File: src/hdl/lkv_pkg.sv
// shared types and constants for the lru key-value cache
package lkv_pkg;

  localparam int KEY_W           = 32;
  localparam int VAL_W           = 32;
  localparam int CAP_W           = 5;
  localparam int MAX_ENTRIES_DEF = 16;

  localparam logic [CAP_W-1:0] CAP_RESET = 5'd16;

  localparam logic KIND_LOOKUP = 1'b0;
  localparam logic KIND_STORE  = 1'b1;

  typedef struct packed {
    logic                    kind;
    logic signed [KEY_W-1:0] key;
    logic signed [VAL_W-1:0] value;
  } item_t;

  typedef struct packed {
    logic                    found;
    logic signed [VAL_W-1:0] value;
  } result_t;

endpackage

File: src/hdl/lkv_in_if.sv
// request channel interface of the lru key-value cache
interface lkv_in_if;
  import lkv_pkg::*;

  logic                    valid;
  logic                    ready;
  logic                    kind;
  logic signed [KEY_W-1:0] lookup_key;
  logic signed [VAL_W-1:0] store_value;

  modport source (output valid, kind, lookup_key, store_value, input ready);
  modport sink   (input valid, kind, lookup_key, store_value, output ready);
endinterface

File: src/hdl/lkv_out_if.sv
// result channel interface of the lru key-value cache
interface lkv_out_if;
  import lkv_pkg::*;

  logic                    valid;
  logic                    ready;
  logic                    found;
  logic signed [VAL_W-1:0] read_value;

  modport source (output valid, found, read_value, input ready);
  modport sink   (input valid, found, read_value, output ready);
endinterface

File: src/hdl/lkv_cfg_if.sv
// capacity write channel interface of the lru key-value cache
interface lkv_cfg_if;
  import lkv_pkg::*;

  logic             valid;
  logic             ready;
  logic [CAP_W-1:0] capacity_in_use;

  modport source (output valid, capacity_in_use, input ready);
  modport sink   (input valid, capacity_in_use, output ready);
endinterface

File: src/hdl/lru_key_value_cache.sv
// lru key-value cache: a lookup passes the input register, then the result register, whose
// output is held until the result handshake; a store gives no result
// throughput one transaction per cycle unless a lookup waits on a full result register;
// the compare and rank update over all entries are combinational, between the two registers
// reset clears valid marks, recency ranks and pipeline state and sets capacity to 16
// no clearing pass: the cache takes transactions as soon as reset is released
module lru_key_value_cache #(
  parameter int MAX_ENTRIES = lkv_pkg::MAX_ENTRIES_DEF
) (
  input  logic      clk,
  input  logic      rst_n,
  lkv_in_if.sink    in_chan,
  lkv_out_if.source out_chan,
  lkv_cfg_if.sink   cfg_chan
);
  import lkv_pkg::*;

  logic [CAP_W-1:0] cap_r, cap_nxt;
  logic             s1_valid, adv, res_valid, out_free;
  item_t            s1_item;
  result_t          res;

  assign cfg_chan.ready = 1'b1;

  always_comb begin
    cap_nxt = cap_r;
    if (cfg_chan.valid && cfg_chan.ready) begin
      cap_nxt = cfg_chan.capacity_in_use;
    end
  end

  always_ff @(posedge clk) begin
    if (!rst_n) begin
      cap_r <= CAP_RESET;
    end else begin
      cap_r <= cap_nxt;
    end
  end

  lkv_in_reg u_in_reg (
    .clk      (clk),
    .rst_n    (rst_n),
    .in_chan  (in_chan),
    .adv      (adv),
    .s1_valid (s1_valid),
    .s1_item  (s1_item)
  );

  lkv_core #(
    .MAX_ENTRIES (MAX_ENTRIES)
  ) u_core (
    .clk       (clk),
    .rst_n     (rst_n),
    .s1_valid  (s1_valid),
    .s1_item   (s1_item),
    .capacity  (cap_r),
    .out_free  (out_free),
    .adv       (adv),
    .res_valid (res_valid),
    .res       (res)
  );

  lkv_out_reg u_out_reg (
    .clk       (clk),
    .rst_n     (rst_n),
    .res_valid (res_valid),
    .res       (res),
    .out_free  (out_free),
    .out_chan  (out_chan)
  );
endmodule

File: src/hdl/lkv_in_reg.sv
// input register holding one request transaction
module lkv_in_reg (
  input  logic           clk,
  input  logic           rst_n,
  lkv_in_if.sink         in_chan,
  input  logic           adv,
  output logic           s1_valid,
  output lkv_pkg::item_t s1_item
);
  import lkv_pkg::*;

  logic  valid_r, valid_nxt;
  item_t item_r, item_nxt;
  logic  accept;

  assign in_chan.ready = !valid_r || adv;
  assign accept        = in_chan.valid && in_chan.ready;

  always_comb begin
    valid_nxt = valid_r;
    item_nxt  = item_r;
    if (accept) begin
      valid_nxt      = 1'b1;
      item_nxt.kind  = in_chan.kind;
      item_nxt.key   = in_chan.lookup_key;
      item_nxt.value = in_chan.store_value;
    end else if (adv) begin
      valid_nxt = 1'b0;
    end
  end

  always_ff @(posedge clk) begin
    if (!rst_n) begin
      valid_r <= 1'b0;
    end else begin
      valid_r <= valid_nxt;
    end
    item_r <= item_nxt;
  end

  assign s1_valid = valid_r;
  assign s1_item  = item_r;
endmodule

File: src/hdl/lkv_core.sv
// entry store with parallel key compare and recency rank update
module lkv_core #(
  parameter int MAX_ENTRIES = lkv_pkg::MAX_ENTRIES_DEF
) (
  input  logic                    clk,
  input  logic                    rst_n,
  input  logic                    s1_valid,
  input  lkv_pkg::item_t          s1_item,
  input  logic [lkv_pkg::CAP_W-1:0] capacity,
  input  logic                    out_free,
  output logic                    adv,
  output logic                    res_valid,
  output lkv_pkg::result_t        res
);
  import lkv_pkg::*;

  localparam int RW   = (MAX_ENTRIES > 1) ? $clog2(MAX_ENTRIES) : 1;
  localparam int CMPW = (RW + 1 > CAP_W) ? RW + 1 : CAP_W;

  logic signed [KEY_W-1:0] key_r   [MAX_ENTRIES];
  logic signed [VAL_W-1:0] val_r   [MAX_ENTRIES];
  logic signed [KEY_W-1:0] key_nxt [MAX_ENTRIES];
  logic signed [VAL_W-1:0] val_nxt [MAX_ENTRIES];
  logic [RW-1:0]           rank_r  [MAX_ENTRIES];
  logic [RW-1:0]           rank_nxt[MAX_ENTRIES];
  logic [MAX_ENTRIES-1:0]  valid_r, valid_nxt;

  logic [MAX_ENTRIES-1:0]  match, hit_oh, kept, free_slots, ins_oh;
  logic [RW:0]             aged    [MAX_ENTRIES];
  logic [RW-1:0]           hit_rank;
  logic signed [VAL_W-1:0] hit_val;
  logic [CMPW-1:0]         cap_ext, cap;
  logic                    hit, is_store;

  always_comb begin
    cap_ext = CMPW'(capacity);
    if (cap_ext == '0) begin
      cap = CMPW'(1);
    end else if (cap_ext > CMPW'(MAX_ENTRIES)) begin
      cap = CMPW'(MAX_ENTRIES);
    end else begin
      cap = cap_ext;
    end
  end

  assign is_store  = (s1_item.kind == KIND_STORE);
  assign adv       = s1_valid && (is_store || out_free);
  assign res_valid = adv && !is_store;

  always_comb begin
    for (int i = 0; i < MAX_ENTRIES; i++) begin
      match[i] = valid_r[i] && (key_r[i] == s1_item.key);
    end
  end

  assign hit    = |match;
  assign hit_oh = match & (~match + MAX_ENTRIES'(1));

  always_comb begin
    hit_rank = '0;
    hit_val  = '0;
    for (int i = 0; i < MAX_ENTRIES; i++) begin
      if (hit_oh[i]) begin
        hit_rank = hit_rank | rank_r[i];
        hit_val  = hit_val | val_r[i];
      end
    end
  end

  // touch on hit, age all on a store of a new key, drop past capacity on store
  always_comb begin
    for (int i = 0; i < MAX_ENTRIES; i++) begin
      aged[i] = {1'b0, rank_r[i]};
      if (hit) begin
        if (hit_oh[i]) begin
          aged[i] = '0;
        end else if (rank_r[i] < hit_rank) begin
          aged[i] = {1'b0, rank_r[i]} + (RW+1)'(1);
        end
      end else if (is_store) begin
        aged[i] = {1'b0, rank_r[i]} + (RW+1)'(1);
      end
      kept[i] = valid_r[i] && !(is_store && (CMPW'(aged[i]) >= cap));
    end
  end

  assign free_slots = ~kept;
  assign ins_oh     = (is_store && !hit) ? (free_slots & (~free_slots + MAX_ENTRIES'(1)))
                                         : '0;

  always_comb begin
    valid_nxt = valid_r;
    for (int i = 0; i < MAX_ENTRIES; i++) begin
      key_nxt[i]  = key_r[i];
      val_nxt[i]  = val_r[i];
      rank_nxt[i] = rank_r[i];
      if (adv) begin
        valid_nxt[i] = kept[i] || ins_oh[i];
        if (ins_oh[i] || !kept[i]) begin
          rank_nxt[i] = '0;
        end else begin
          rank_nxt[i] = aged[i][RW-1:0];
        end
        if (ins_oh[i]) begin
          key_nxt[i] = s1_item.key;
          val_nxt[i] = s1_item.value;
        end else if (is_store && hit_oh[i]) begin
          val_nxt[i] = s1_item.value;
        end
      end
    end
  end

  always_ff @(posedge clk) begin
    if (!rst_n) begin
      valid_r <= '0;
      for (int i = 0; i < MAX_ENTRIES; i++) begin
        rank_r[i] <= '0;
      end
    end else begin
      valid_r <= valid_nxt;
      for (int i = 0; i < MAX_ENTRIES; i++) begin
        rank_r[i] <= rank_nxt[i];
      end
    end
    for (int i = 0; i < MAX_ENTRIES; i++) begin
      key_r[i] <= key_nxt[i];
      val_r[i] <= val_nxt[i];
    end
  end

  assign res.found = hit;
  assign res.value = hit ? hit_val : '0;
endmodule

File: src/hdl/lkv_out_reg.sv
// result register driving the result channel
module lkv_out_reg (
  input  logic             clk,
  input  logic             rst_n,
  input  logic             res_valid,
  input  lkv_pkg::result_t res,
  output logic             out_free,
  lkv_out_if.source        out_chan
);
  import lkv_pkg::*;

  logic    valid_r, valid_nxt;
  result_t res_r, res_nxt;

  assign out_free = !valid_r || out_chan.ready;

  always_comb begin
    valid_nxt = valid_r;
    res_nxt   = res_r;
    if (res_valid) begin
      valid_nxt = 1'b1;
      res_nxt   = res;
    end else if (out_chan.ready) begin
      valid_nxt = 1'b0;
    end
  end

  always_ff @(posedge clk) begin
    if (!rst_n) begin
      valid_r <= 1'b0;
    end else begin
      valid_r <= valid_nxt;
    end
    res_r <= res_nxt;
  end

  assign out_chan.valid      = valid_r;
  assign out_chan.found      = res_r.found;
  assign out_chan.read_value = res_r.value;
endmodule
File: src/flat_wrapper.sv
// flat-port wrapper written by rule: the top's interface ports become plain ports
module lru_key_value_cache_flat import lkv_pkg::*;
#(
  parameter int MAX_ENTRIES = lkv_pkg::MAX_ENTRIES_DEF
)
  (clk, rst_n, in_chan_valid, in_chan_kind, in_chan_lookup_key, in_chan_store_value, in_chan_ready, out_chan_valid, out_chan_found, out_chan_read_value, out_chan_ready, cfg_chan_valid, cfg_chan_capacity_in_use, cfg_chan_ready);
  lkv_in_if in_chan_i ();
  lkv_out_if out_chan_i ();
  lkv_cfg_if cfg_chan_i ();
  input  logic clk;
  input  logic rst_n;
  input wire logic [$bits(in_chan_i.valid)-1:0] in_chan_valid;
  input wire logic [$bits(in_chan_i.kind)-1:0] in_chan_kind;
  input wire logic [$bits(in_chan_i.lookup_key)-1:0] in_chan_lookup_key;
  input wire logic [$bits(in_chan_i.store_value)-1:0] in_chan_store_value;
  output wire logic [$bits(in_chan_i.ready)-1:0] in_chan_ready;
  output wire logic [$bits(out_chan_i.valid)-1:0] out_chan_valid;
  output wire logic [$bits(out_chan_i.found)-1:0] out_chan_found;
  output wire logic [$bits(out_chan_i.read_value)-1:0] out_chan_read_value;
  input wire logic [$bits(out_chan_i.ready)-1:0] out_chan_ready;
  input wire logic [$bits(cfg_chan_i.valid)-1:0] cfg_chan_valid;
  input wire logic [$bits(cfg_chan_i.capacity_in_use)-1:0] cfg_chan_capacity_in_use;
  output wire logic [$bits(cfg_chan_i.ready)-1:0] cfg_chan_ready;
  assign in_chan_i.valid = in_chan_valid;
  assign in_chan_i.kind = in_chan_kind;
  assign in_chan_i.lookup_key = in_chan_lookup_key;
  assign in_chan_i.store_value = in_chan_store_value;
  assign in_chan_ready = in_chan_i.ready;
  assign out_chan_valid = out_chan_i.valid;
  assign out_chan_found = out_chan_i.found;
  assign out_chan_read_value = out_chan_i.read_value;
  assign out_chan_i.ready = out_chan_ready;
  assign cfg_chan_i.valid = cfg_chan_valid;
  assign cfg_chan_i.capacity_in_use = cfg_chan_capacity_in_use;
  assign cfg_chan_ready = cfg_chan_i.ready;
  lru_key_value_cache #(.MAX_ENTRIES(MAX_ENTRIES)) u_core (.clk(clk), .rst_n(rst_n), .in_chan(in_chan_i), .out_chan(out_chan_i), .cfg_chan(cfg_chan_i));
endmodule
File: config.mk
export PLATFORM = sky130hd
export DESIGN_NAME = lru_key_value_cache_flat
export DESIGN_NICKNAME = d
export VERILOG_FILES = /design/src/hdl/lkv_pkg.sv /design/src/hdl/lkv_in_if.sv /design/src/hdl/lkv_out_if.sv /design/src/hdl/lkv_cfg_if.sv /design/src/hdl/lru_key_value_cache.sv /design/src/hdl/lkv_in_reg.sv /design/src/hdl/lkv_core.sv /design/src/hdl/lkv_out_reg.sv /design/src/flat_wrapper.sv
export SDC_FILE = /design/constraint.sdc
export NUM_CORES = 2
export LEC_CHECK = 0
export ABC_AREA = 1
export BUFFER_PORTS_ARGS = -buffer_cell sky130_fd_sc_hd__buf_2
export CORE_MARGIN = 2
export CORE_UTILIZATION = 35
export DETAILED_ROUTE_END_ITERATION = 7
export PLACE_DENSITY = 0.56
export SLEW_MARGIN = 15
export SYNTH_ARGS = -nofsm -noshare
export SYNTH_HDL_FRONTEND = slang
export SYNTH_SLANG_ARGS = --single-unit
File: constraint.sdc
create_clock -name clk -period 16.95 [get_ports clk]
set_clock_uncertainty 0.1 [all_clocks]
set_input_delay 3.39 -clock clk [delete_from_list [all_inputs] [get_ports clk]]
set_output_delay 3.39 -clock clk [all_outputs]
set_load 0.05 [all_outputs]
# Word level (Yosys, flattened, before mapping)
# Memory sizes are Yosys's and may differ from the RTL's.
# Cells that the tools add are included.
# word_totals
inputBits,75
ff_bits,121
n_memories,3
mem_bits_rw,1088
# mem_list
name,words,word_bits,read_ports,rd_clocked_by_memory_dff,wr,line,text
u_core.u_core.key_r,16,32,16,0,16,lkv_core.sv:20,logic signed [KEY_W-1:0] key_r [MAX_ENTRIES];
u_core.u_core.val_r,16,32,16,0,16,lkv_core.sv:21,logic signed [VAL_W-1:0] val_r [MAX_ENTRIES];
u_core.u_core.rank_r,16,4,16,0,16,lkv_core.sv:24,logic [RW-1:0] rank_r [MAX_ENTRIES];
# classes
n_bitwise,51
n_eq_ne,16
order_cmp,33
muxes,233
add_sub_neg,18
reduce_logical,143
# op_table
cell,count
$mux 32,96
$eq 32x32->1,16
$or 32x32->32,15
$mux 5,66
$mux 4,64
$add 4x1->5 const B,16
$ge 5x5->1,16
$logic_and 1x1->1,68
$lt 4x4->1,16
$or 4x4->4,15
$not 16->16,3
$logic_not 1->1,36
$logic_or 1x1->1,35
$add 16x1->16 const B,2
$and 16x16->16,2
$mux 16,1
$or 1x1->1,16
$reduce_or 16->1,1
$mux 1,6
$gt 5x5->1 const B,1
$logic_not 5->1,1
$reduce_bool 2->1,2

# Logic depth before layout (Yosys ltp)
# An unclocked memory read counts as a cell.
# depth
word_depth,54
depth_mapped,49
mapped_depth_nobuf,47

# By module
# A second synthesis with hierarchy kept.
# unflattened
cells_unflattened,5446
area_unflattened_um2,56580.5
# by_module_without_submodules
mod,n_inst,cells_each,area_per_inst_um2
lkv_core,1,5303,53316.1
lkv_in_reg,1,72,2003.2
lkv_out_reg,1,39,1037.2
lru_key_value_cache,1,32,224.0

# Worst setup path after synthesis
# Ideal clock, no wire load.
# synth_timing
path_kind,reg-to-reg
start,reg u_core.u_in_reg.s1_item[60] (netlist name)
end,"mem u_core.u_core.val_r[15][0], in the netlist u_core.u_core.val_r[1][224], enable pin"
arrival_time_ns,11.266
t_required_ns,16.384
synth_period_minus_slack_ns,11.831
setup_slack_ns,5.119
stages_incl_launch_ff,42
setup_ns,0.466
cell_sequence,edfxtp_1 > buf_2 > buf_4 > xnor2_1 > nand3_1 > nor3_1 > inv_1 > nor2_1 > nor2_4 > nand2_2 > nor2_4 > nand2_1 > nor2_1 > clkbuf_1 > nand2_1 > o221ai_1 > nor4_1 > ha_1 > [... 6 more ...] > ha_1 > inv_1 > nand2_1 > a21oi_1 > o21bai_1 > a21oi_1 > o21bai_1 > a21oi_1 > inv_1 > nor2_1 > nand2_1 > nor2_1 > inv_1 > nor4_1 > nand2_1 > nor4_1 > inv_1 > o21ai_0
# synth_lines
element,line
"end, declared",lkv_core.sv:21

==> impl_metrics.prom <==
# TYPE chip_impl_metric gauge
chip_impl_info{name="outcome",value="complete, no violations"} 1
chip_impl_metric{name="fin_crit_sh",unit=""} 0.660
chip_impl_info{name="synth_top_flop_cell",value="edfxtp_1"} 1
chip_impl_info{name="leading_cell_type_in_the_layout_fill_and_taps_excluded",value="nand2_1"} 1
chip_impl_metric{name="initial_core_util",unit=""} 0.351
chip_impl_metric{name="grtUsageTotal",unit=""} 0.217
chip_impl_metric{name="cts_post_setup_buffers_inserted",unit=""} 0
chip_impl_metric{name="synth-compound-area-share",unit=""} 0.0612
chip_impl_metric{name="grt_first_pass_wirelength",unit="µm"} 262000
chip_impl_metric{name="filler_cell_count",unit=""} 15384
chip_impl_metric{name="synthCells",unit=""} 5362
chip_impl_metric{name="synth_xor_xnor_area_share",unit=""} 0.0249
chip_impl_metric{name="power.density_cell_area",unit="mW/mm²"} 101
chip_impl_metric{name="synth.lib_cells_used.distinct",unit=""} 51
chip_impl_info{name="worstReg2RegStart",value="u_core.u_in_reg.s1_item[42]$_DFFE_PP_"} 1
chip_impl_metric{name="pin_count_of_the_biggest_net_entering_global_routing",unit=""} 101
chip_impl_metric{name="gr-total-overflow",unit=""} 0
chip_impl_info{name="most_used_cell_cp",value="nand2_1"} 1
chip_impl_metric{name="reg2regPathDepth",unit=""} 43
chip_impl_metric{name="grt_pass1_vias",unit=""} 38793
chip_impl_metric{name="gp_congestion",unit=""} 0.915
chip_impl_metric{name="setup_tns",unit="ns"} 0
chip_impl_metric{name="die_width",unit="µm"} 405
chip_impl_metric{name="synth.yosys.warnings",unit=""} 0
chip_impl_metric{name="max_slew.worst_pin.slew",unit="ns"} 1.19
chip_impl_info{name="cpMaxStageDelayCell",value="nor4_2"} 1
chip_impl_metric{name="async_reset_ff_frac",unit=""} 0
chip_impl_metric{name="cellLeakagePower",unit="nW"} 24.2
chip_impl_metric{name="rows",unit=""} 147
chip_impl_metric{name="post_drt_via_cell_ratio",unit=""} 5.28
chip_impl_metric{name="intPower",unit="W"} 0.00496
chip_impl_metric{name="synth_adder_area_share",unit=""} 0.0320
chip_impl_metric{name="die_area",unit="mm²"} 0.164
chip_impl_metric{name="clockPowerShare",unit=""} 0.442
chip_impl_metric{name="placement.io_buffers",unit=""} 109
chip_impl_metric{name="irDropWorstVdd",unit="µV"} 82.2
chip_impl_metric{name="ys_seq_elements",unit=""} 1209
chip_impl_info{name="tritoncts",value="built"} 1
chip_impl_metric{name="seq_area_frac_synth",unit=""} 0.630
chip_impl_metric{name="final_layout_size_suffix_gt1_frac",unit=""} 0.101
chip_impl_metric{name="detail_route.iter0.violations",unit=""} 4661
chip_impl_metric{name="relSlewSlack",unit=""} 0.198
chip_impl_metric{name="mappedNetlistArea",unit="mm²"} 0.0563
chip_impl_metric{name="p_r_area_growth_vs_syn",unit="%"} 13.7
chip_impl_info{name="main_combinational_cell_family_by_area_after_synthesis",value="simple AND/OR/NAND/NOR gates"} 1
chip_impl_metric{name="firstDrtPassIters",unit=""} 6
chip_impl_metric{name="maxCapViolCount",unit=""} 0
chip_impl_metric{name="synthesis.area_per_instance",unit="µm²"} 10.5
chip_impl_metric{name="vias",unit=""} 41125
chip_impl_metric{name="final_net_count",unit=""} 5743
chip_impl_metric{name="max_freq",unit="GHz"} 0.0894
chip_impl_info{name="hold_path_class",value="flip-flop to flip-flop"} 1
chip_impl_info{name="setup.worst_path.class",value="flip-flop to flip-flop"} 1
chip_impl_metric{name="die_y",unit="µm"} 405
chip_impl_info{name="grt_setup_unrepaired",value="false"} 1
chip_impl_metric{name="whs_path_depth",unit=""} 2
chip_impl_metric{name="fin_util",unit=""} 0.399
chip_impl_info{name="clockRootBuffer",value="clkbuf_16"} 1
chip_impl_metric{name="clk_path_buf_depth",unit=""} 3
chip_impl_metric{name="clk_transition_reported_paths",unit="ns"} 0.06
chip_impl_metric{name="coreArea",unit="mm²"} 0.160
chip_impl_metric{name="synth_simple_gate_area_share",unit=""} 0.196
chip_impl_metric{name="switchingPower",unit="W"} 0.00151
chip_impl_metric{name="clk_latency",unit="ns"} 0.81
chip_impl_metric{name="finalCriticalPeriod",unit="ns"} 11.18
chip_impl_metric{name="ios",unit=""} 111
chip_impl_metric{name="power.share.switching",unit=""} 0.233
chip_impl_info{name="final_cell_mix",value="1435 x nand2_1, 1122 x edfxtp_1, 521 x inv_1, 465 x nand3_1, 310 x nor2_1"} 1
chip_impl_metric{name="initial_antenna_violation_count",unit=""} 5
chip_impl_metric{name="critPathMaxStageDelay",unit="ns"} 0.93
chip_impl_metric{name="h-tree-depth",unit=""} 4
chip_impl_metric{name="endpoints_failing_setup",unit=""} 0
chip_impl_metric{name="timing_hold_violations_final",unit=""} 0
chip_impl_metric{name="synth_fp_nets",unit=""} 5581
chip_impl_metric{name="mux_cell_area_share_after_synthesis",unit=""} 0
chip_impl_metric{name="p_comb_frac",unit=""} 0.047
chip_impl_metric{name="place.detailed.hpwl",unit="µm"} 108000
chip_impl_metric{name="ant_nets",unit=""} 0
chip_impl_metric{name="route.detailed.wl_per_inst",unit="µm"} 23.0
chip_impl_metric{name="slew_violations",unit=""} 0
chip_impl_info{name="worst_hold_startpoint",value="u_core.u_core.rank_r[1][31]$_SDFFE_PN0P_"} 1
chip_impl_metric{name="synth_edf_count",unit=""} 1122
chip_impl_info{name="worst_setup_path_startpoint",value="u_core.u_in_reg.s1_item[42]$_DFFE_PP_"} 1
chip_impl_metric{name="number_of_buffers_inserted_by_hold_repair_at_cts",unit=""} 0
chip_impl_info{name="worstSetupStartpointType",value="flip-flop"} 1
chip_impl_metric{name="drcViolationCount",unit=""} 0
chip_impl_metric{name="arrival",unit="ns"} 11.51
chip_impl_metric{name="finalPower",unit="W"} 0.00646
chip_impl_metric{name="path_max_fanout",unit=""} 36
chip_impl_metric{name="detail_route.wirelength",unit="µm"} 179000
chip_impl_info{name="endpoint_kind",value="flip-flop"} 1
chip_impl_metric{name="holdWs",unit="ns"} 0.422
chip_impl_metric{name="tritoncts.num_buffers",unit=""} 135
chip_impl_metric{name="cts_resized",unit=""} 0
chip_impl_metric{name="proportion_of_power_drawn_by_flip_flops_and_latches",unit=""} 0.511
chip_impl_metric{name="critical_path_required_time",unit="ns"} 17.27
chip_impl_metric{name="cts.sinks",unit=""} 1209
## per-stage QoR
| step | instances | setup slack [ns] | cell area, µm² |
|---|---|---|---|
| 6_report | 7792 | 5.77 | 64000 |
| 5_1_grt | 7791 | 5.00 | 64000 |
| 4_1_cts | 7791 | 5.86 | 64000 |
| 3_5_place_dp | 7547 | 5.91 | 59700 |
| 3_3_place_gp | 7547 | 6.26 | 59700 |
| 2_1_floorplan | 5362 | 5.12 | 56300 |
## final cells by class
| cell class | count | area, µm² | area share |
|---|---|---|---|
| Timing Repair Buffer | 222 | 1390 | 0.0218 |
| Sequential cell | 1209 | 35400 | 0.554 |
| Antenna cell | 1 | 2.50 | 0.0000391 |
| Inverter | 556 | 2090 | 0.0327 |
| Clock buffer | 176 | 3570 | 0.0558 |
| Tap cell | 2160 | 2700 | 0.0422 |
| Multi-Input combinational cell | 3400 | 18100 | 0.282 |
| Clock inverter | 68 | 719 | 0.0112 |
## flip-flops by register name (all words and copies together), names as in the netlist
signal	count
u_core.cap_r	5
u_core.u_core.key_r	512
u_core.u_core.rank_r	64
u_core.u_core.val_r	512
u_core.u_core.valid_r	16
u_core.u_in_reg.s1_item	65
u_core.u_in_reg.s1_valid	1
u_core.u_out_reg.out_chan.found	1
u_core.u_out_reg.out_chan.read_value	32
u_core.u_out_reg.out_chan.valid	1
## path summary, 6_finish.rpt
check	to	slack [ns]
max	u_core.u_core.val_r[1][84]$_DFFE_PP_	5.77
max reg2reg	u_core.u_core.val_r[1][84]$_DFFE_PP_	5.77
min reg2reg	u_core.u_core.rank_r[1][31]$_SDFFE_PN0P_	0.42
min	u_core.u_core.rank_r[1][31]$_SDFFE_PN0P_	0.42
## power groups by stage
stage | Combinational (W) | Clock [W] | Sequential (W)
2_1_floorplan | 0.000161 | 0 | 0.00337
3_3_place_gp | 0.000296 | 0 | 0.00337
3_5_place_dp | 0.000299 | 0 | 0.00337
4_1_cts | 0.000300 | 0.00290 | 0.00330
5_1_grt | 0.000327 | 0.00301 | 0.00331
6_report | 0.000303 | 0.00286 | 0.00330
## metal layers
metal,global-route usage,vias up,part of all wire
li1,-,18784,-
met1,0.312,20210,0.44
met5,0,-,0
met3,0.0327,307,0.081
met4,0.0742,0,0.033
met2,0.332,1824,0.44
## critical path, delay by kind of cell, from the launching register on
| kind | cells | cell delay [ns] |
|---|---|---|
| adder cells (fa/ha/maj) | 2 | 0.68 |
| AND/OR/NAND/NOR | 21 | 4.44 |
| AO/OA/AOI/OAI | 10 | 2.17 |
| flip-flops | 1 | 0.32 |
| buffers and inverters | 10 | 2.91 |
## synthesized netlist by cell type, types with 19 or more instances
| library cell | n | area (µm²) |
|---|---|---|
| a21oi_1 | 211 | 1060 |
| nand2_1 | 1436 | 5390 |
| clkbuf_1 | 90 | 338 |
| a22o_1 | 33 | 289 |
| o21ai_1 | 19 | 95.1 |
| o21ai_0 | 107 | 536 |
| nand2_2 | 28 | 175 |
| xnor2_1 | 112 | 981 |
| xor2_1 | 48 | 420 |
| edfxtp_1 | 1122 | 33700 |
| dfxtp_1 | 87 | 1740 |
| inv_1 | 523 | 1960 |
| o21bai_1 | 28 | 210 |
| inv_2 | 31 | 116 |
| or2_2 | 32 | 200 |
| buf_4 | 23 | 173 |
| nand3_1 | 466 | 2330 |
| ha_1 | 144 | 1800 |
| nor2_1 | 318 | 1190 |
| o211ai_1 | 59 | 443 |
| o22ai_1 | 43 | 269 |
| buf_2 | 55 | 275 |
| nand4_1 | 162 | 1010 |
| a2111oi_0 | 35 | 307 |
## kinds of logic (layout without fill, tap and decap cells)
kind of cell / Yosys count / count (layout)
flip-flops: 1209 / 1209
other: 1 / 2
XOR/XNOR: 160 / 160
adder cells (fa/ha/maj): 144 / 144
AND/OR/NAND/NOR: 2534 / 2534
buffers and inverters: 753 / 1022
AO/OA/AOI/OAI: 561 / 561
Note: power is estimated with default switching activity, not from simulation.
